## config.mk

```make
export PLATFORM = sky130hd
export DESIGN_NAME = heat_to_argb_color_ramp
export DESIGN_NICKNAME = d
export VERILOG_FILES = /design/src/sv/htac_pkg.sv /design/src/sv/htac_skid.sv /design/src/sv/htac_div_stage.sv /design/src/sv/htac_color.sv /design/src/sv/heat_to_argb_color_ramp.sv
export SDC_FILE = /design/constraint.sdc
export NUM_CORES = 2
export LEC_CHECK = 0
export BUFFER_PORTS_ARGS = -buffer_cell sky130_fd_sc_hd__buf_2
export CORE_UTILIZATION = 60
export DETAILED_ROUTE_END_ITERATION = 8
export PLACE_DENSITY_LB_ADDON = 0.12
export SYNTH_ARGS = -nofsm -noshare
export SYNTH_HDL_FRONTEND = slang
export SYNTH_SLANG_ARGS = --single-unit
```

## constraint.sdc

```tcl
create_clock -name clock -period 33.2 [get_ports clock]
set_input_delay 3.32 -clock clock [delete_from_list [all_inputs] [get_ports clock]]
set_output_delay 3.32 -clock clock [all_outputs]
set_load 0.01 [all_outputs]
```

## src/sv/htac_pkg.sv

```systemverilog
`timescale 1ns / 1ps
// ----------------------------------------------------------------------------
// htac_pkg
// Shared widths, register indexes and pipeline types for the heat color ramp.
// ----------------------------------------------------------------------------
package htac_pkg;

   localparam int HEAT_WIDTH  = 24;
   localparam int CSR_W       = (HEAT_WIDTH > 16) ? HEAT_WIDTH : 16;
   localparam int REQ_TDATA_W = ((HEAT_WIDTH + 7) / 8) * 8;
   localparam int EPS_W       = 16;
   localparam int Q_W         = 16;          // quotient bits of the intensity
   localparam int T_W         = Q_W + 1;     // intensity incl. the 1.0 code
   localparam int A3_W        = T_W + 1;
   localparam int CH_W        = 8;
   localparam int RSP_TDATA_W = 4 * CH_W;

   localparam int REG_IDX_W = 1;
   localparam logic [REG_IDX_W-1:0] REG_HEAT_CEILING = 1'd0;
   localparam logic [REG_IDX_W-1:0] REG_EPSILON      = 1'd1;

   localparam logic [T_W-1:0]  ONE_Q16   = T_W'(65536);
   localparam logic [A3_W-1:0] A3_LIMIT  = A3_W'(131072);
   localparam logic [7:0]      ALPHA_MAX = 8'd220;
   localparam logic [CH_W-1:0] CH_FULL   = 8'd255;

   localparam logic [1:0] SEG_BLUE   = 2'd0;
   localparam logic [1:0] SEG_CYAN   = 2'd1;
   localparam logic [1:0] SEG_YELLOW = 2'd2;
   localparam logic [1:0] SEG_RED    = 2'd3;

   // One item moving through the divider stages
   typedef struct packed {
      logic                  valid;
      logic                  zero;   // ceiling at or below epsilon
      logic                  sat;    // heat at or above ceiling
      logic [HEAT_WIDTH-1:0] rem;
      logic [Q_W-1:0]        quot;
   } div_type;

   typedef struct packed {
      logic [CH_W-1:0] alpha;
      logic [CH_W-1:0] red;
      logic [CH_W-1:0] green;
      logic [CH_W-1:0] blue;
   } argb_type;

endpackage

```

## src/sv/htac_skid.sv

```systemverilog
`timescale 1ns / 1ps
// ----------------------------------------------------------------------------
// htac_skid
// Input skid register: keeps req_tready a flop output while the pipe stalls.
// ----------------------------------------------------------------------------
module htac_skid
   import htac_pkg::*;
(
   input  logic                  clock,
   input  logic                  reset,
   input  logic                  in_valid,
   output logic                  in_ready,
   input  logic [HEAT_WIDTH-1:0] in_heat,
   input  logic                  pipe_en,
   output logic                  out_valid,
   output logic [HEAT_WIDTH-1:0] out_heat
);

   logic                  full_ff, full_in;
   logic [HEAT_WIDTH-1:0] heat_ff;

   assign in_ready  = !full_ff;
   assign out_valid = full_ff || in_valid;
   assign out_heat  = full_ff ? heat_ff : in_heat;

   always_comb begin
      full_in = full_ff;
      if (full_ff && pipe_en) begin
         full_in = 1'b0;
      end else if (!full_ff && in_valid && !pipe_en) begin
         full_in = 1'b1;
      end
   end

   always_ff @(posedge clock) begin
      if (reset) begin
         full_ff <= 1'b0;
      end else begin
         full_ff <= full_in;
      end
   end

   // capture a transaction the stalled pipe could not take
   always_ff @(posedge clock) begin
      if (!full_ff && in_valid && !pipe_en) begin
         heat_ff <= in_heat;
      end
   end

`ifndef ASSERT_OFF
   a_fill_on_stall: assert property (@(posedge clock) disable iff (reset)
      $rose(full_ff) |-> $past(!pipe_en && in_valid))
      else $error("skid filled without a stalled transaction");
   a_hold_on_stall: assert property (@(posedge clock) disable iff (reset)
      full_ff && !pipe_en |=> full_ff)
      else $error("skid dropped a transaction during a stall");
   a_drain: assert property (@(posedge clock) disable iff (reset)
      full_ff && pipe_en |=> !full_ff)
      else $error("skid did not drain");
`endif

endmodule

```

## src/sv/htac_div_stage.sv

```systemverilog
`timescale 1ns / 1ps
// ----------------------------------------------------------------------------
// htac_div_stage
// One registered restoring-division step: one quotient bit per stage.
// ----------------------------------------------------------------------------
module htac_div_stage
   import htac_pkg::*;
(
   input  logic                  clock,
   input  logic                  reset,
   input  logic                  en,
   input  logic [HEAT_WIDTH-1:0] ceiling,
   input  div_type               in_st,
   output div_type               out_st
);

   logic [HEAT_WIDTH:0] rem2;
   logic [HEAT_WIDTH:0] div_ext;
   logic                ge;
   logic [HEAT_WIDTH:0] rem_next;
   div_type             st_ff, st_in;

   always_comb begin
      rem2     = {in_st.rem, 1'b0};
      div_ext  = {1'b0, ceiling};
      ge       = (rem2 >= div_ext);
      rem_next = ge ? (rem2 - div_ext) : rem2;
      st_in      = in_st;
      st_in.rem  = rem_next[HEAT_WIDTH-1:0];
      st_in.quot = {in_st.quot[Q_W-2:0], ge};
   end

   always_ff @(posedge clock) begin
      if (reset) begin
         st_ff.valid <= 1'b0;
      end else if (en) begin
         st_ff <= st_in;
      end
   end

   assign out_st = st_ff;

endmodule

```

## src/sv/htac_color.sv

```systemverilog
`timescale 1ns / 1ps
// ----------------------------------------------------------------------------
// htac_color
// Two stages: intensity, segment and ramp amount, then alpha and channel mix.
// ----------------------------------------------------------------------------
module htac_color
   import htac_pkg::*;
(
   input  logic             clock,
   input  logic             reset,
   input  logic             en,
   input  logic [EPS_W-1:0] epsilon,
   input  div_type          in_st,
   output logic             out_valid,
   output argb_type         out_px
);

   // stage A
   logic [T_W-1:0]  t;
   logic [A3_W-1:0] a3_raw;
   logic            a_valid_ff;
   logic            blank_ff, blank_in;
   logic [1:0]      seg_ff, seg_in;
   logic [T_W-1:0]  amount_ff, amount_in;
   logic [A3_W-1:0] a3_ff, a3_in;

   always_comb begin
      t         = in_st.sat ? ONE_Q16 : {1'b0, in_st.quot};
      blank_in  = in_st.zero || (t <= T_W'(epsilon));
      a3_raw    = {t, 1'b0} + {1'b0, t};
      a3_in     = (a3_raw > A3_LIMIT) ? A3_LIMIT : a3_raw;
      seg_in    = t[T_W-1] ? SEG_RED : t[Q_W-1:Q_W-2];
      amount_in = t[T_W-1] ? ONE_Q16 : {1'b0, t[Q_W-3:0], 2'b00};
   end

   always_ff @(posedge clock) begin
      if (reset) begin
         a_valid_ff <= 1'b0;
      end else if (en) begin
         a_valid_ff <= in_st.valid;
      end
   end

   always_ff @(posedge clock) begin
      if (en) begin
         blank_ff  <= blank_in;
         seg_ff    <= seg_in;
         amount_ff <= amount_in;
         a3_ff     <= a3_in;
      end
   end

   // stage B
   logic [25:0] alpha_sum;
   logic [24:0] ramp_x;
   logic [24:0] up_sum;
   logic [24:0] down_sum;
   logic [7:0]  up_ch, down_ch;
   logic        b_valid_ff;
   argb_type    px_ff, px_in;

   always_comb begin
      alpha_sum = 26'(a3_ff) * 26'(ALPHA_MAX) + 26'd65536;
      ramp_x    = {amount_ff, 8'b0} - 25'(amount_ff);       // 255 * amount
      up_sum    = ramp_x + 25'd32768;
      down_sum  = 25'd16744448 - ramp_x;                      // 255.5 - 255 * amount
      up_ch     = up_sum[23:16];
      down_ch   = down_sum[23:16];
      px_in.alpha = alpha_sum[24:17];
      case (seg_ff)
         SEG_BLUE: begin
            px_in.red = '0;      px_in.green = '0;      px_in.blue = CH_FULL;
         end
         SEG_CYAN: begin
            px_in.red = '0;      px_in.green = up_ch;   px_in.blue = CH_FULL;
         end
         SEG_YELLOW: begin
            px_in.red = up_ch;   px_in.green = CH_FULL; px_in.blue = down_ch;
         end
         default: begin
            px_in.red = CH_FULL; px_in.green = down_ch; px_in.blue = '0;
         end
      endcase
      if (blank_ff) begin
         px_in = '0;
      end
   end

   always_ff @(posedge clock) begin
      if (reset) begin
         b_valid_ff <= 1'b0;
      end else if (en) begin
         b_valid_ff <= a_valid_ff;
      end
   end

   always_ff @(posedge clock) begin
      if (en) begin
         px_ff <= px_in;
      end
   end

   assign out_valid = b_valid_ff;
   assign out_px    = px_ff;

`ifndef ASSERT_OFF
   a_red_mid_green_full: assert property (@(posedge clock) disable iff (reset)
      b_valid_ff && px_ff.red != '0 && px_ff.red != CH_FULL |-> px_ff.green == CH_FULL)
      else $error("red ramps outside the yellow segment");
   a_blank_black: assert property (@(posedge clock) disable iff (reset)
      en && a_valid_ff && blank_ff |=> px_ff == '0)
      else $error("blanked pixel is not transparent black");
   a_blue_ramp: assert property (@(posedge clock) disable iff (reset)
      b_valid_ff && px_ff.blue != '0 && px_ff.blue != CH_FULL |-> px_ff.green == CH_FULL)
      else $error("blue ramps outside the yellow segment");
`endif

endmodule

```

## src/sv/heat_to_argb_color_ramp.sv

```systemverilog
`timescale 1ns / 1ps
// ----------------------------------------------------------------------------
// heat_to_argb_color_ramp
// Maps a pixel's unsigned heat value to an ARGB color through a blue, cyan,
// yellow, red ramp normalized against a programmable heat ceiling.
//
//  channel  | direction | payload
//  ---------+-----------+----------------------------------------------
//  req_*    | in        | tdata: heat_value
//  rsp_*    | out       | tdata: blue_out, green_out, red_out, alpha_out
//  csr_*    | in        | write enable, register index, write data
//
// One pixel per clock sustained while the output is taken; one entry stage,
// sixteen restoring-division stages (one quotient bit each) and two color stages.
// Synchronous reset clears all valid bits and loads ceiling 1.0, epsilon 1.
// The whole pipe advances when the output is empty or taken; a transaction
// arriving during a stall waits in the input skid register.
// ----------------------------------------------------------------------------
module heat_to_argb_color_ramp
   import htac_pkg::*;
(
   input  logic                   clock,
   input  logic                   reset,
   input  logic                   req_tvalid,
   output logic                   req_tready,
   input  logic [REQ_TDATA_W-1:0] req_tdata,   // [HEAT_WIDTH-1:0] heat_value
   output logic                   rsp_tvalid,
   input  logic                   rsp_tready,
   output logic [RSP_TDATA_W-1:0] rsp_tdata,   // blue_out, green_out, red_out, alpha_out
   input  logic                   csr_we,
   input  logic [REG_IDX_W-1:0]   csr_index,
   input  logic [CSR_W-1:0]       csr_wdata
);

   logic [HEAT_WIDTH-1:0] ceiling_ff;
   logic [EPS_W-1:0]      epsilon_ff;

   always_ff @(posedge clock) begin
      if (reset) begin
         ceiling_ff <= HEAT_WIDTH'(256);
         epsilon_ff <= EPS_W'(1);
      end else if (csr_we) begin
         case (csr_index)
            REG_HEAT_CEILING: ceiling_ff <= csr_wdata[HEAT_WIDTH-1:0];
            REG_EPSILON:      epsilon_ff <= csr_wdata[EPS_W-1:0];
            default:          ;
         endcase
      end
   end

   logic                  pipe_en;
   logic                  src_valid;
   logic [HEAT_WIDTH-1:0] src_heat;
   argb_type              px;

   assign pipe_en = rsp_tready || !rsp_tvalid;

   htac_skid u_skid (
      .clock     (clock),
      .reset     (reset),
      .in_valid  (req_tvalid),
      .in_ready  (req_tready),
      .in_heat   (req_tdata[HEAT_WIDTH-1:0]),
      .pipe_en   (pipe_en),
      .out_valid (src_valid),
      .out_heat  (src_heat)
   );

   // entry stage: flags and initial remainder
   div_type entry_ff, entry_in;

   always_comb begin
      entry_in.valid = src_valid;
      entry_in.zero  = ({ceiling_ff, 8'b0} <= (HEAT_WIDTH + 8)'(epsilon_ff));
      entry_in.sat   = (src_heat >= ceiling_ff);
      entry_in.rem   = src_heat;
      entry_in.quot  = '0;
   end

   always_ff @(posedge clock) begin
      if (reset) begin
         entry_ff.valid <= 1'b0;
      end else if (pipe_en) begin
         entry_ff <= entry_in;
      end
   end

   div_type div_st [Q_W+1];

   assign div_st[0] = entry_ff;

   for (genvar i = 0; i < Q_W; i++) begin : g_div
      htac_div_stage u_stage (
         .clock   (clock),
         .reset   (reset),
         .en      (pipe_en),
         .ceiling (ceiling_ff),
         .in_st   (div_st[i]),
         .out_st  (div_st[i+1])
      );
   end

   htac_color u_color (
      .clock     (clock),
      .reset     (reset),
      .en        (pipe_en),
      .epsilon   (epsilon_ff),
      .in_st     (div_st[Q_W]),
      .out_valid (rsp_tvalid),
      .out_px    (px)
   );

   assign rsp_tdata = {px.blue, px.green, px.red, px.alpha};

`ifndef ASSERT_OFF
   a_ready_on_skid: assert property (@(posedge clock) disable iff (reset)
      !req_tready && pipe_en |=> req_tready)
      else $error("input stayed blocked after the pipe advanced");
   a_entry_hold: assert property (@(posedge clock) disable iff (reset)
      !pipe_en |=> $stable(entry_ff))
      else $error("entry stage changed during a stall");
   a_sat_full: assert property (@(posedge clock) disable iff (reset)
      entry_ff.valid && entry_ff.sat && pipe_en |=> div_st[1].sat)
      else $error("saturation flag lost in the divider");
`endif

endmodule
```

; Word-level counts from Yosys, hierarchy flattened
; Index checks and enable logic that the tools add are counted.
[word_totals]
regBits = 708
input_bits = 54
out_inout_bits = 34
word_cells = 191
[classes]
addsub = 20
n_mul = 1
order_cmp = 20
n_eq_ne = 2
mux = 19
n_bitwise = 2
n_reduce_logical = 14
[ops]
columns = operator, n
row1 = >= comparator 25 x 24 -> 1 bit, 16
row2 = two-way mux 24 bit, 16
row3 = subtractor 24 bit, 15
row4 = case mux 24 bit (3 select lines), 1
row5 = two-way mux 17 bit, 2
row6 = less-or-equal comparator 32 x 16 -> 1 bit, 1
row7 = "adder 25 x 17 -> 25 bit, second input constant", 1
row8 = "adder 24 x 16 -> 24 bit, second input constant", 1
row9 = >= comparator 24 bit, 1
row10 = subtractor 24 x 17 -> 24 bit, 1
row11 = "subtractor 24 bit, first input constant", 1
row12 = "multiplier 18 x 6 -> 23 bit, second input constant", 1
row13 = adder 18 x 17 -> 18 bit, 1
row14 = "> comparator 18 bit, second input constant", 1
row15 = less-or-equal comparator 17 x 16 -> 1 bit, 1
row16 = AND reduction 2 bit, 3
row17 = logical AND 1 bit, 3
row18 = logical NOT 1 bit, 3
row19 = logical OR 1 bit, 3
row20 = "equality test 2 x 1 -> 1 bit, second input constant", 1
row21 = "equality test 2 bit, second input constant", 1
row22 = logical NOT 2 bit, 1
row23 = inverter 1 bit, 2
row24 = OR reduction 2 bit, 1

; Depth between registers and ports, before layout
[logic_depth]
ltp_word = 4
mapped_depth = 17
ltp_nobuf = 17

; By module
; From an unflattened synthesis, not the netlist that was laid out.
[hier_totals]
hier_cells = 6087
area_unflattened_um2 = 62162.1
[modules_own_cells]
columns = mod, instances, cells_per_inst, area_per_inst_um2, seq_area_each_um2
row1 = htac_div_stage at g_div[0].u_stage ..., 15, 312, 3169.3, 1281.2
row2 = htac_color, 1, 776, 7497.2, 2082.0
row3 = heat_to_argb_color_ramp, 1, 325, 3056.7, 1601.5
row4 = htac_div_stage at g_div[11].u_stage, 1, 250, 2919.0, 1281.2
row5 = htac_skid, 1, 56, 1149.9, 740.7

; Least setup slack after synthesis
; Ideal clock, no wire load.
[synth_timing]
kind = input port to flip-flop
start = input reset
end = register entry_ff, in the netlist div_st[704], enable pin
setup_time_ns = 1.488
arrival_ns = 26.628
slack_ns = 5.084
stages = 3
cell_sequence = clkbuf_1 clkbuf_1 nor2_1
[synth_between]
elab_chain_cells = 2
[synth_lines]
columns = element, line_no
row1 = start: declaration, heat_to_argb_color_ramp.sv:23  ; input logic reset,
row2 = inverter 1 bit (no line), -
row3 = AND reduction 2 bit (no line), -
row4 = end signal: assignment, heat_to_argb_color_ramp.sv:84  ; entry_ff <= entry_in;
row5 = end: declaration, heat_to_argb_color_ramp.sv:70  ; div_type entry_ff, entry_in;
; Every way passes these cells.
; A chain may end at the register's enable or synchronous reset.

; Worst setup path in the final report
[layout_timing]
start = input reset
end = register g_div[4].u_stage.st_ff, in the netlist g_div[4].u_stage.out_st[36], enable pin
[layout_between]
elab_chain_cells = 2
[layout_lines]
columns = element, line_no
row1 = inverter 1 bit (no line), -
row2 = AND reduction 2 bit (no line), -
row3 = end signal: assignment, htac_div_stage.sv:37  ; st_ff <= st_in;
row4 = end: declaration, htac_div_stage.sv:21  ; div_type st_ff, st_in;
; Every way passes these cells.

==> results.cfg <==
[global_routing]
grt_pass1_wl_um = 185000
antenna_found_initial = 1
grt_max_degree = 193
grt_pass1_vias = 34500
grt_usage = 0.281
gr-total-overflow = 0

[routing]
routedWlPerCell_um = 19.7
num_vias = 36500
wl_um = 118000
drt_iter0_markers = 2539
drc_errors = 0
firstDrtPassIters = 5
route.antenna.remaining_nets = 0
viasPerCell = 6.11

[clocking]
postCtsSetupBuffers = 0
cts-htree-levels = 3
clkLatencyLatePin_ns = 0.64
postCtsHoldBufs = 0
cts.path.max_buffers = 3
clk_pin_slew_worst_paths_ns = 0.06
cts_resized = 0
cts_buffers = 80
clock-sinks = 706
cts_root_buffer = clkbuf_16
tritoncts = done

[final_layout]
diodes = 0
num-nets-final = 5456
final_area_mm2 = 0.0538
drive_gt1_frac = 0.117
fin_cells = 5963
syn_to_final_growth_pct = 8.94

[pwr]
power-per-cell-area_mw_per_mm2 = 95.4
ir_drop_uv = 56.7
leakagePower_nw = 21.2

[synthesis]
synth_area_leaders = edfxtp_1, ha_1, mux2_2
async_reset_ff_frac = 0
ys_types = 86
synth_flop_cell = edfxtp_1
synthesis.nets = 5345
synth_cells = 4728
yosysWarnings = 0
synthDominantCellAreaShare = 0.393
synth_area_per_cell_um2 = 10.4
yosys.area.top_type = edfxtp_1
ys_ff_latch = 706
ys_seq_area_frac = 0.417
synth.cell_area_mm2 = 0.0494
synth-edff-count = 646

[outcome]
status = finished, final reports clean

[sta]
drv_slew = 0
hold_violations = 0
finalCritPeriodShare = 0.187
max_freq_ghz = 0.162
grt_setup_unrepaired = false
tns_ns = 0
fin_skew_ns = 0.0275
period_needed_ns = 6.19
tightestPinTransition_ns = 1.20
setup_viol = 0
maxSlewHeadroom = 0.199
whs_ns = 0.405

[floorplanning]
die_area_mm2 = 0.0834
core_mm2 = 0.0809
row_count = 104
die_w_um = 289
die_h_um = 289
io_pins = 88
initial_utilization = 0.610

[placed_design]
placed_cells = 5817
place_congestion = 0.898
postPlaceCellArea_mm2 = 0.0511
io_buffers = 87
hpwl_um = 83800

[hold_path]
hold_depth = 0
hp-class = flip-flop to flip-flop
min_from = g_div[4].u_stage.out_st[4]$_DFFE_PP_
min_to = g_div[5].u_stage.out_st[5]$_DFFE_PP_

[setup_path]
path_class = input port to flip-flop
reg2reg_from = u_color.a3_ff[9]$_SDFFCE_PN0N_
endpoint_kind = flip-flop
r2r_slack_ns = 28.06
worstSetupStartpointType = input port
r2r_end = u_color.out_px[30]$_SDFFCE_PP0N_
crit_fanout = 165
crit_required_ns = 33.44
reg2regPathDepth = 15
arrival_ns = 6.43

[job]
cap_violations = 0
area by class of cell:
class / count / area, um^2
multi-input combinational: 3630 / 27300
fill: 6428 / 27100
sequential: 706 / 20600
clock buffer: 100 / 2190
tap: 1060 / 1330
inverter: 286 / 1070
timing repair buffer: 135 / 821
clock inverter: 46 / 452
per-stage QoR:
step / power, mW / util / worst slack (ns)
2_1_floorplan: 3.63 / - / 5.08
3_3_place_gp: 4.15 / 0.632 / 26.51
3_5_place_dp: 4.20 / 0.632 / 26.45
4_1_cts: 5.12 / 0.665 / 27.11
5_1_grt: 5.51 / 0.665 / 26.83
6_report: 5.13 / 0.665 / 27.01
flip-flops by register name (all words and copies together), names as in the netlist, 2 cells and up:
signal	cells
u_color.seg_ff	2
epsilon_ff	16
u_color.a3_ff	18
ceiling_ff	24
u_color.out_px	32
div_st	27
g_div.u_stage.out_st	544
u_color.amount_ff	15
u_skid.heat_ff	24
synth_stat cells, types with 10 or more instances:
library cell    n
dfxtp_1        60
nor3b_1        12
a21o_1        160
o211ai_1       22
and2_1         35
o21a_1         87
edfxtp_1      646
a211oi_1       29
a21boi_0       31
o21bai_1       34
nand2_1       388
inv_1         286
ha_1          502
nand3_1        84
nand2b_1       50
nor2_1        318
a31o_2         10
a31oi_1        30
nand4_1        57
a211o_1        12
a41o_1         10
o21ai_0       240
mux2i_1        26
a311oi_1       16
or2_2          34
xor2_1        101
o2111ai_1      17
nor4_1         32
clkbuf_1       85
o41ai_1        13
nor3_1         90
o31a_1         12
or3_1          30
and4_1         10
buf_2          16
a21oi_1       338
a2111oi_0      18
xnor2_1       199
o31ai_1        30
fa_1           61
mux2_2        238
nor2b_1        94
and3_1         33
power by group:
group,switching (mW),internal (mW),leakage (nW)
combinational,1.46,1.23,13.1
clock,0.369,0.525,1.27
sequential,0.162,1.39,6.89
total,1.99,3.14,21.2
how the worst max path moves through the flow:
stage               startpoint                                   endpoint  slack, ns  cells past startpoint
floorplan                reset                      div_st[704]$_DFFE_PP_       5.08                      3
global placement         reset  g_div[6].u_stage.out_st[16]$_SDFFCE_PP0P_      26.51                      5
detailed placement       reset      g_div[6].u_stage.out_st[17]$_DFFE_PP_      26.45                      5
CTS                      reset      g_div[4].u_stage.out_st[18]$_DFFE_PP_      27.11                      5
global route             reset       g_div[3].u_stage.out_st[1]$_DFFE_PP_      26.83                      5
finish                   reset      g_div[4].u_stage.out_st[36]$_DFFE_PP_      27.01                      5
worst max-delay path: stages:
cell and delay (ns):
buf_2 0.10, buf_4 0.30, nor2_4 0.76, buf_12 0.64, buf_4 0.94
layout by cell type (no fill, tap or decap), drive strengths merged, types with 16 or more instances in the layout:
cell and instances:
nor3 91, clkbuf 100, edfxtp 646, a211oi 30, o21ai 242, ha 502, a21oi 338, o31ai 30
mux2 238, inv 287, clkinv 29, mux2i 27, a21boi 31, nand4 57, nand2 388, buf 135
o2111ai 17, or3 30, o211ai 23, or2 34, o21bai 34, nand2b 50, nand3 84, a21o 160
a311oi 16, and2 36, a31oi 30, dfxtp 60, and3 33, o21a 87, xor2 101, xnor2 199
nor4 33, a2111oi 20, nor2b 94, nor2 318, fa 61
routing by layer:
| metal | share of wire | track usage | vias to the layer above |
|---|---|---|---|
| met1 | 0.46 | 0.393 | 17500 |
| li1 | - | - | 17800 |
| met2 | 0.46 | 0.457 | 951 |
| met3 | 0.052 | 0.0343 | 199 |
| met4 | 0.029 | 0.0854 | 0 |
| met5 | 0 | 0 | - |
kinds of logic (layout without fill, tap and decap cells):
| group | Yosys count | in the layout | synth area share |
|---|---|---|---|
| XOR/XNOR | 301 | 301 | 0.0537 |
| adder cells (fa/ha/maj) | 563 | 563 | 0.152 |
| buffers and inverters | 392 | 567 | 0.0302 |
| multiplexers | 265 | 265 | 0.0598 |
| AND/OR/NAND/NOR | 1309 | 1309 | 0.129 |
| flip-flops | 706 | 706 | 0.417 |
| AO/OA/AOI/OAI | 1192 | 1192 | 0.158 |
No activity file was read; power rests on OpenSTA's default activity.
